`config.mk`:
```
export PLATFORM = sky130hd
export DESIGN_NAME = woi_cordic
export DESIGN_NICKNAME = d
export VERILOG_FILES = /design/src/woi_pkg.sv /design/src/woi_cordic.sv
export SDC_FILE = /design/constraint.sdc
export NUM_CORES = 1
export LEC_CHECK = 0
export ABC_AREA = 1
export ABC_CLOCK_PERIOD_IN_PS = 8900
export BUFFER_PORTS_ARGS = -buffer_cell sky130_fd_sc_hd__buf_2
export CORE_MARGIN = 2
export CORE_UTILIZATION = 50
export DETAILED_ROUTE_END_ITERATION = 7
export PLACE_DENSITY = 0.66
export SLEW_MARGIN = 5
export SYNTH_ARGS = -nofsm -noshare
export SYNTH_HDL_FRONTEND = slang
export SYNTH_SLANG_ARGS = --single-unit
```
`constraint.sdc`:
```
create_clock -name clk_i -period 8.9 [get_ports clk_i]
set_input_delay 2.67 -clock clk_i [delete_from_list [all_inputs] [get_ports clk_i]]
set_output_delay 2.67 -clock clk_i [all_outputs]
set_load 0.05 [all_outputs]
```
`src/woi_pkg.sv`:
```
// woi_pkg: types, constants and tables for the wheel odometry integrator
// no dependencies

package woi_pkg;

  localparam int unsigned PI_Q24 = 52707179;
  localparam logic signed [33:0] CORDIC_GAIN = 34'sd652032874;
  localparam logic [16:0] C_QUARTER = 17'd16384;
  localparam logic [16:0] C_YAW = 17'd68616;
  localparam logic [7:0] PADDR_WHEEL_SCALE = 8'h00;
  localparam logic [7:0] PADDR_STEP_TIME = 8'h04;

  typedef enum logic [3:0] {
    ST_IDLE,
    ST_SCALE,
    ST_HEAD,
    ST_WRAP,
    ST_CORDIC_PREP,
    ST_CORDIC,
    ST_ROT,
    ST_POS,
    ST_DONE
  } state_e;

  // arctangent table, Q2.30
  function automatic logic signed [33:0] atan_q30(input logic [4:0] i);
    case (i)
      5'd0: atan_q30 = 34'sd843314857;
      5'd1: atan_q30 = 34'sd497837829;
      5'd2: atan_q30 = 34'sd263043837;
      5'd3: atan_q30 = 34'sd133525159;
      5'd4: atan_q30 = 34'sd67021687;
      5'd5: atan_q30 = 34'sd33543516;
      5'd6: atan_q30 = 34'sd16775851;
      5'd7: atan_q30 = 34'sd8388437;
      5'd8: atan_q30 = 34'sd4194283;
      5'd9: atan_q30 = 34'sd2097149;
      5'd10: atan_q30 = 34'sd1048576;
      5'd11: atan_q30 = 34'sd524288;
      5'd12: atan_q30 = 34'sd262144;
      5'd13: atan_q30 = 34'sd131072;
      5'd14: atan_q30 = 34'sd65536;
      5'd15: atan_q30 = 34'sd32768;
      5'd16: atan_q30 = 34'sd16384;
      5'd17: atan_q30 = 34'sd8192;
      5'd18: atan_q30 = 34'sd4096;
      5'd19: atan_q30 = 34'sd2048;
      5'd20: atan_q30 = 34'sd1024;
      5'd21: atan_q30 = 34'sd512;
      5'd22: atan_q30 = 34'sd256;
      5'd23: atan_q30 = 34'sd128;
      default: atan_q30 = 34'sd0;
    endcase
  endfunction

  function automatic logic signed [31:0] sat32(input logic signed [79:0] v);
    if (v > 80'sd2147483647) sat32 = 32'sh7fffffff;
    else if (v < -80'sd2147483648) sat32 = 32'sh80000000;
    else sat32 = v[31:0];
  endfunction

endpackage

```
`src/woi_cordic.sv`:
```
// woi_cordic: iterative rotation cordic, one micro-rotation per cycle
// depends on woi_pkg

module woi_cordic #(
  parameter int FRAC_BITS    = 16,
  parameter int CORDIC_STEPS = 16
) (
  input  logic               clk_i,
  input  logic               rst_ni,
  input  logic               start_i,
  input  logic signed [31:0] angle_i,
  output logic               done_o,
  output logic signed [33:0] cos_o,
  output logic signed [33:0] sin_o
);

  localparam int NSTEPS = (CORDIC_STEPS < 24) ? CORDIC_STEPS : 24;
  localparam logic signed [35:0] PI30 = 36'(woi_pkg::PI_Q24) * 36'sd64;
  localparam logic signed [35:0] HALF = PI30 / 2;

  logic signed [33:0] x_q, y_q, x_d, y_d;
  logic signed [35:0] z_q, z_d, z0;
  logic [4:0] i_q, i_d;
  logic busy_q, busy_d, flip_q, flip_d, done_q, done_d;

  // sign-corrected results
  assign cos_o  = flip_q ? -x_q : x_q;
  assign sin_o  = flip_q ? -y_q : y_q;
  assign done_o = done_q;

  // next state of the rotation
  always_comb begin
    z0 = 36'(angle_i) <<< (30 - FRAC_BITS);
    x_d = x_q; y_d = y_q; z_d = z_q; i_d = i_q;
    busy_d = busy_q; flip_d = flip_q; done_d = 1'b0;
    if (start_i) begin
      x_d = woi_pkg::CORDIC_GAIN; y_d = '0; i_d = '0; busy_d = 1'b1;
      flip_d = 1'b0; z_d = z0;
      if (z0 > HALF) begin
        z_d = z0 - PI30; flip_d = 1'b1;
      end else if (z0 < -HALF) begin
        z_d = z0 + PI30; flip_d = 1'b1;
      end
    end else if (busy_q) begin
      if (z_q >= 0) begin
        x_d = x_q - (y_q >>> i_q);
        y_d = y_q + (x_q >>> i_q);
        z_d = z_q - 36'(woi_pkg::atan_q30(i_q));
      end else begin
        x_d = x_q + (y_q >>> i_q);
        y_d = y_q - (x_q >>> i_q);
        z_d = z_q + 36'(woi_pkg::atan_q30(i_q));
      end
      i_d = i_q + 5'd1;
      if (i_q == 5'(NSTEPS - 1)) begin
        busy_d = 1'b0; done_d = 1'b1;
      end
    end
  end

  always_ff @(posedge clk_i or negedge rst_ni) begin
    if (!rst_ni) begin
      busy_q <= 1'b0; done_q <= 1'b0; i_q <= '0; flip_q <= 1'b0;
    end else begin
      busy_q <= busy_d; done_q <= done_d; i_q <= i_d; flip_q <= flip_d;
    end
  end

  always_ff @(posedge clk_i) begin
    x_q <= x_d; y_q <= y_d; z_q <= z_d;
  end

endmodule
```
==> summary by stage, run 1 <==
Logic synthesis
The mapped netlist covers 0.0183 mm2. The most frequent cell after synthesis is nand2_1. The most frequently used flop master after synthesis is dfxtp_1. The async set-reset flop share out of synthesis is 7.14%. The net count after synthesis is 3,288. The cell accounting for the most synthesized area is nand2_1.

The netlist uses 65 different library cells. The total of flip-flops plus latches after synthesis is 112. During synthesis, Yosys emitted a total of 0 warnings.

Ranked by total cell area, the synthesized netlist is headed by nand2_1, nand3_1, ha_1, dfxtp_1, nor2_1. The synthesized design contains 36 enable-type register cells. The average instance area after synthesis is 5.84 um2. Counting instances in the post-synthesis netlist gives the leading cell types as nand2_1, nand3_1, nor2_1, inv_1, o21ai_0. The number of instances in the synthesized netlist is between 3,000 and 4,000. Sequential elements use 14.5% of the synthesized area. The synthesized design devotes to its leading area cell type 17.8% of total area.

Floorplanning
The die covers 0.0381 mm2. Once the floorplan was initialized, standard cells occupied 50.4% of the core. The y dimension of the die is 195 um. The total number of placement rows is 70. During I/O placement, the number of pins put on the boundary was approximately 100. The core region area is 0.0363 mm2.

The die width is 195 um.

Critical path
The required time of the critical path is 9240 ps. The arrival time reported for the critical path endpoint is 6900 ps. The critical path endpoint category is a flip-flop. The longest individual stage delay on the worst path is roughly 910 ps. In this run the worst path has a maximum fanout of 42. On the critical path, the stage with the largest delay is an instance of nor2_1.

The worst setup path is launched from a flip-flop. The critical path in this run is classified as flip-flop to flip-flop. The most frequent cell on the critical path is nor2_1.

Timing
For this run, the top clock speed supported by timing is 0.153 GHz. Of the available clock period, the critical path in the final layout requires 73.6%. The worst-case hold slack is ~610 ps.

Setup repair after global routing left no endpoint under its margin. The worst pin sits at a relative slew slack of a little under a third. Setup total negative slack on the finished layout was measured at 0 ps. The total count of max-transition violations in the final report came to 0.

For the pin with the worst max-slew slack, the measured transition is 1040 ps. The worst path needs 6550 ps of the cycle, external delays included. The number of failing hold endpoints at the final stage is 0. The setup violation total in the final timing report is 0.

The clock skew after layout is 16.9 ps.

Route
After detailed routing, the total wire length is 65.6 mm. In this run the remaining antenna-violating nets after routing total 0. Detailed routing inserted a total of between 20,000 and 25,000 vias. For this run, the detailed router's first-pass iteration total came to 8.

In this run, the number of DRC markers left after iteration 0 of detailed routing was 2,010. The final routed DRC violation total is 0. Using the TritonRoute via totals, the vias-per-cell ratio works out to 5.83. In the final routed layout, each cell accounts on average for approximately 18 um.

Final layout
In the final layout, the share of cells above drive strength 1 is 8.08%. The repair_antennas step left the layout with diodes totalling 0. The layout has 3,845 filler cells. Relative to the synthesized area, the layout overhead comes to 4.45%. The area of combinational cells with multiple inputs is 0.0138 mm2. The post-layout net count is 3,284. The sequential cells in the finished layout cover a total of around 0.0026 mm2.

Clock tree
The H-tree was split into 3 levels. No sink is reached through more buffers than the 2 on the longest clock path. After clock tree synthesis, the flow added hold-fix buffers numbering 0. The clock tree root driver cell is clkbuf_16. The count of cells resized by post-cts repair is 0. The number of setup buffers added after CTS is 0. The clock latency on the worst-skew pair is 410 ps. After clock tree synthesis, the clock-pin slew on the worst setup and hold paths is 90 ps. The clock tree from TritonCTS is done.

The number of buffers created by CTS is 9. The total clock sinks is 112.

Status
The run finished with clean final reports.

Min path
The worst hold path belongs to the class flip-flop to flip-flop.

Global route
The first global-routing pass estimated 103 mm of wire. The layer with the highest usage is met2. The overall track demand over capacity in global routing is 34.0%. The met2 layer usage reported by global route is between 50 and 60%. The initial antenna violation count is 0.

The number of global-route vias before repair is 19,134. The largest net degree at the start of global routing is 75. The met1 global-route usage is 45.8%. For met3 alone, demand over resource in global routing was 4.25%. The global route total overflow is 0.

Place
Input and output buffers added on the ports amount to 93. Routability-driven placement finished with a final weighted congestion of 0.992. After legalization and detailed placement, the total HPWL measured approximately 52 mm.

Flow run
The max-capacitance violation count is 0.
==> state kept, by name, summed over array words and instances, names as in the netlist <==
register  count
flip_q        1
busy_q        1
done_o        1
z_q          36
x_q          34
i_q           5
y_q          34
==> stage by stage <==
step | worst slack, ps | cells | instance area [um2] | util, %
floorplan | 3310 | 3130 | 18300 | -
global placement | 2690 | 3583 | 18800 | 51.8
detailed placement | 2650 | 3583 | 18800 | 51.8
CTS | 2460 | 3599 | 19100 | 52.6
global route | 1940 | 3599 | 19100 | 52.6
finish | 2350 | 3599 | 19100 | 52.6
==> worst paths after layout <==
kind / startpoint / to / slack (ps) / depth (start not counted)
setup / recovery: i_q[3] / x_q[33] / 2350 / 33
hold / removal: x_q[0] / x_q[0] / 610 / 2
setup reg to reg: i_q[3] / x_q[33] / 2350 / 33
hold reg to reg: x_q[0] / x_q[0] / 610 / 2
max in group asynchronous: rst_ni / i_q[4] / 6560 / 1
min in group asynchronous: rst_ni / busy_q / 2120 / 1
==> cell type report <==
type / count / area share [%]
Clock inverter: 6 / 0.354
Inverter: 301 / 5.97
Tap cell: 468 / 3.07
Timing Repair Buffer: 112 / 3.19
Clock buffer: 10 / 1.20
Multi-Input combinational cell: 2590 / 72.4
Sequential cell: 112 / 13.9
==> logic make-up (layout without fill, tap and decap cells) <==
family,count (synthesis),after routing,share of synthesized area (%)
buf+inv,428,429,10.0
xor+xnor,182,182,8.72
compound gates,579,579,17.8
flops,112,112,14.5
fa+ha+maj,123,123,8.54
simple gates,1706,1706,40.5
==> cells in the final DEF, fill, tap and decap left out, types with 19 or more instances in the layout <==
master and count:
dfxtp_1 68, ha_1 120, o21ai_0 210, xnor2_1 63, nor2_1 322, buf_4 19, nand2_1 869, inv_1 274
nand4_1 22, a21oi_1 203, nand3_1 329, edfxtp_1 36, buf_2 93, nor3_1 41, nand3_2 26, xor2_1 119
o22ai_1 33, a31oi_1 33, inv_2 22
==> critical path, delay by kind of cell, from the launching register on <==
kind / cells / cell delay, ps
flip-flops: 1 / 340
AO/OA/AOI/OAI: 5 / 840
AND/OR/NAND/NOR: 18 / 3030
buffers and inverters: 8 / 1610
adder cells (fa/ha/maj): 2 / 630
==> layer usage <==
metal	routed length, um	up-vias	share of wire, %
li1	-	10407	-
met1	29600	9622	45
met2	29100	830	44
met3	4490	134	6.8
met4	2470	0	3.8
met5	0	-	0
Power of run 1 is not shown: default switching activity piles up to over one toggle a cycle in this logic, so the estimate is an artifact.
==> run 2: changes to the inputs <==
--- a/config.mk
+++ b/config.mk
@@ -6,7 +6,7 @@
 export NUM_CORES = 1
 export LEC_CHECK = 0
 export ABC_AREA = 1
-export ABC_CLOCK_PERIOD_IN_PS = 8900
+export ABC_CLOCK_PERIOD_IN_PS = 6100
 export BUFFER_PORTS_ARGS = -buffer_cell sky130_fd_sc_hd__buf_2
 export CORE_MARGIN = 2
 export CORE_UTILIZATION = 50
==> constraint.sdc (replaced) <==
create_clock -name clk_i -period 6.1 [get_ports clk_i]
set_input_delay 1.83 -clock clk_i [delete_from_list [all_inputs] [get_ports clk_i]]
set_output_delay 1.83 -clock clk_i [all_outputs]
set_load 0.05 [all_outputs]
==> summary by stage, run 2 (synthesis results as in run 1) <==
Floorplanning
The initial cell density of the core was 50.4% (unchanged). The y dimension of the die is 195 um (unchanged). The overall die area is 0.0381 mm2 (unchanged). The core region area is 0.0363 mm2 (unchanged). The number of primary I/O pins was 104 (unchanged). The die width is 195 um (unchanged).

The total number of placement rows is 70 (unchanged).

Route
The final routed DRC violation total is 0 (unchanged). The number of iterations in the first detailed-routing pass came to 6 (was 8). The routed via count divided by cell count is 5.83 (about the same). The initial DRC count is 1,958 (was 2,010).

The average wire per standard cell is 18.6 um (was 18.2 um). The total routed wirelength is 67.7 mm (was 65.6 mm). The via count is 21,270 (was 20,993). The number of nets with antenna violations after detailed routing is 0 (unchanged).

Critical path
The required time of the critical path is 4270 ps (was 9240 ps). The type of the setup path with the least slack is flip-flop to output port (was flip-flop to flip-flop). The beginning of the worst register-to-register path is i_q[0] (was i_q[3]). The cell with the biggest individual delay on the critical path is dfxtp_1 (was nor2_1).

The launch point of the worst path was x_q[1] (was i_q[3]). The capture point of the worst reg-to-reg path is x_q[33] (unchanged). The endpoint of the worst setup timing path is cos_o[32] (was x_q[33]).

The longest individual stage delay on the worst path is 400 ps (was 910 ps). The top fanout value on the critical path is 5 (was 42). Walking the worst path, the cells encountered are inv_1 > ha_1 > nand3_1 > nor3_1 > nand3_1 > nor3_1 > nand2_1 > nand2_1 > nand2_1 > nor2_1 > nand2_1 > nor2_1 > o21ai_0 > a21oi_1 > xor2_1 > buf_2. The slack of the worst reg-to-reg path is 570 ps (was 2350 ps). The launching element type of the critical path is a flip-flop (unchanged). The most frequent cell on the critical path is nand2_1 (was nor2_1). The arrival time reported for the critical path endpoint was 3800 ps (was 6900 ps). The critical path endpoint category is an output port (was flip-flop).

The path depth of the worst reg2reg path is 33 (unchanged).

Place
The estimated wirelength of the detail-placed design is 54.4 mm (was 51.7 mm). The total instance count after detailed placement is 3,631 (was 3,583). The weighted congestion at the end of routability-driven global placement came to 0.988 (was 0.992). The number of input and output port buffers inserted is 93 (unchanged).

Global route
The initial antenna violation count is 0 (unchanged). The number of global-route vias before repair is 19,767 (was 19,134). The global route total overflow is 0 (unchanged).

The largest net degree at the start of global routing is 61 (was 75). The wire length of the first global-routing pass is 107 mm (was 103 mm). The overall track demand over capacity in global routing is 35.3% (was 34.0%).

Timing
The measured slew at the worst slew-check pin came to 860 ps (was 1040 ps). The minimum period implied by the final worst setup slack is 5630 ps. The total count of max-transition violations in the final report is 0 (unchanged). The worst-case headroom to the max-slew limit is 42.6% (was 30.5%).

The period utilization is 92.3%. RSZ-0062 raised after global routing: false (unchanged). The setup violation total in the final timing report is 0 (unchanged).

The number of failing hold endpoints at the final stage is 0 (unchanged). The clock skew after layout came to 17.0 ps (was 16.9 ps). The maximum frequency from static timing analysis is 0.178 GHz. The setup total negative slack is 0 ps (unchanged).

Clock tree
The clock tree root driver cell is clkbuf_16 (unchanged). The number of buffers created by CTS is 9 (unchanged). The clock transition at the registers of the reported paths came to 90 ps (about the same).

The clock latency on the worst-skew pair is 400 ps (was 410 ps). The maximum number of buffers from clock root to sink is 2 (unchanged). The H-tree depth reported by CTS came to 3 (unchanged).

The post-cts hold buffer count is 0 (unchanged). The clock tree from TritonCTS is done (unchanged). The number of setup buffers added after CTS was 0 (unchanged). The total clock sinks is 112 (unchanged).

Status
Run status: finished, final reports clean (unchanged).

Final layout
The fraction of layout instances using a drive strength above 1 is 9.50% (was 8.08%). The share of the core filled with cells in the final layout is 53.8% (was 52.6%). The layout-stage area growth over the synthesis result came to 6.76% (was 4.45%). Top Registers: z_q: 36 flops, x_q: 34 flops, y_q: 34 flops (unchanged). The number of non-filler instances in the completed layout is 3,647 (was 3,599). The antenna cell count is 0 (unchanged).

The register bank with the most flops is z_q (unchanged). The post-layout net count is 3,332 (was 3,284). Leading cell types in the layout, fill and taps excluded: nand2_1, nand3_1, nor2_1 (unchanged).

The most common library cell in the layout ignoring fill and taps was nand2_1 (unchanged). The flip-flop count of the largest register, all copies and words added is 36 (unchanged).

Min path
The worst hold path class is flip-flop to flip-flop (unchanged). The number of cells traversed by the worst hold path was 2 (unchanged).

Flow run
The max-capacitance violation count was 0 (unchanged).
==> run 2: changes by cell type in the layout (fill, tap and decap cells not counted), sizes merged <==
cell and delta:
clkinv +1, clkbuf -1, buf +48, inv +1, bufinv -1
==> run 2: area by class of cell <==
class | count | area, um2
clock buffers | 9 | 225
clock inverters | 7 | 63.8
multi-input cells | 2590 | 13800
flip-flops and latches | 112 | 2650
fillers | 3935 | 16700
repair buffers | 160 | 1030
inverters | 301 | 1140
well taps | 468 | 586
==> run 2: routing by layer <==
metal	vias to the layer above	global-route usage [%]	wire length (um)
li1	10509	-	-
met3	130	4.61	4650
met4	0	14.0	2520
met2	796	58.0	30400
met5	-	0	0
met1	9835	46.9	30100
==> run 2: worst min path at each step <==
stage               startpoint       to  slack, ps
floorplan              y_q[27]  y_q[27]        510
global route           y_q[15]  y_q[15]        640
global placement        x_q[0]   x_q[0]        580
finish                 y_q[13]  y_q[13]        610
CTS                     y_q[9]   y_q[9]        610
detailed placement      x_q[0]   x_q[0]        590
==> run 2: repair_timing <==
action                     CTS  global route
setup endpoints to repair    0             1
resized for setup            0             2
hold endpoints to repair     0             0
==> run 2: critical path, delay by kind of cell, from the launching register on <==
family	cells	cell delay, ps
adder cells (fa/ha/maj)	1	200
AO/OA/AOI/OAI	2	400
XOR/XNOR	1	170
flip-flops	1	400
buffers and inverters	2	460
AND/OR/NAND/NOR	10	1770
==> run 2: through the flow <==
| step | hold slack [ps] | setup slack [ps] | instance area [um2] |
|---|---|---|---|
| after floorplan | 509 | 1350 | 18300 |
| final | 608 | 470 | 19500 |
| after global routing | 640 | 3.47 | 19500 |
| after detailed placement | 592 | 673 | 19200 |
| after CTS | 607 | 485 | 19500 |
| after global placement | 584 | 709 | 19200 |
Power of run 2 is left out for the same reason.
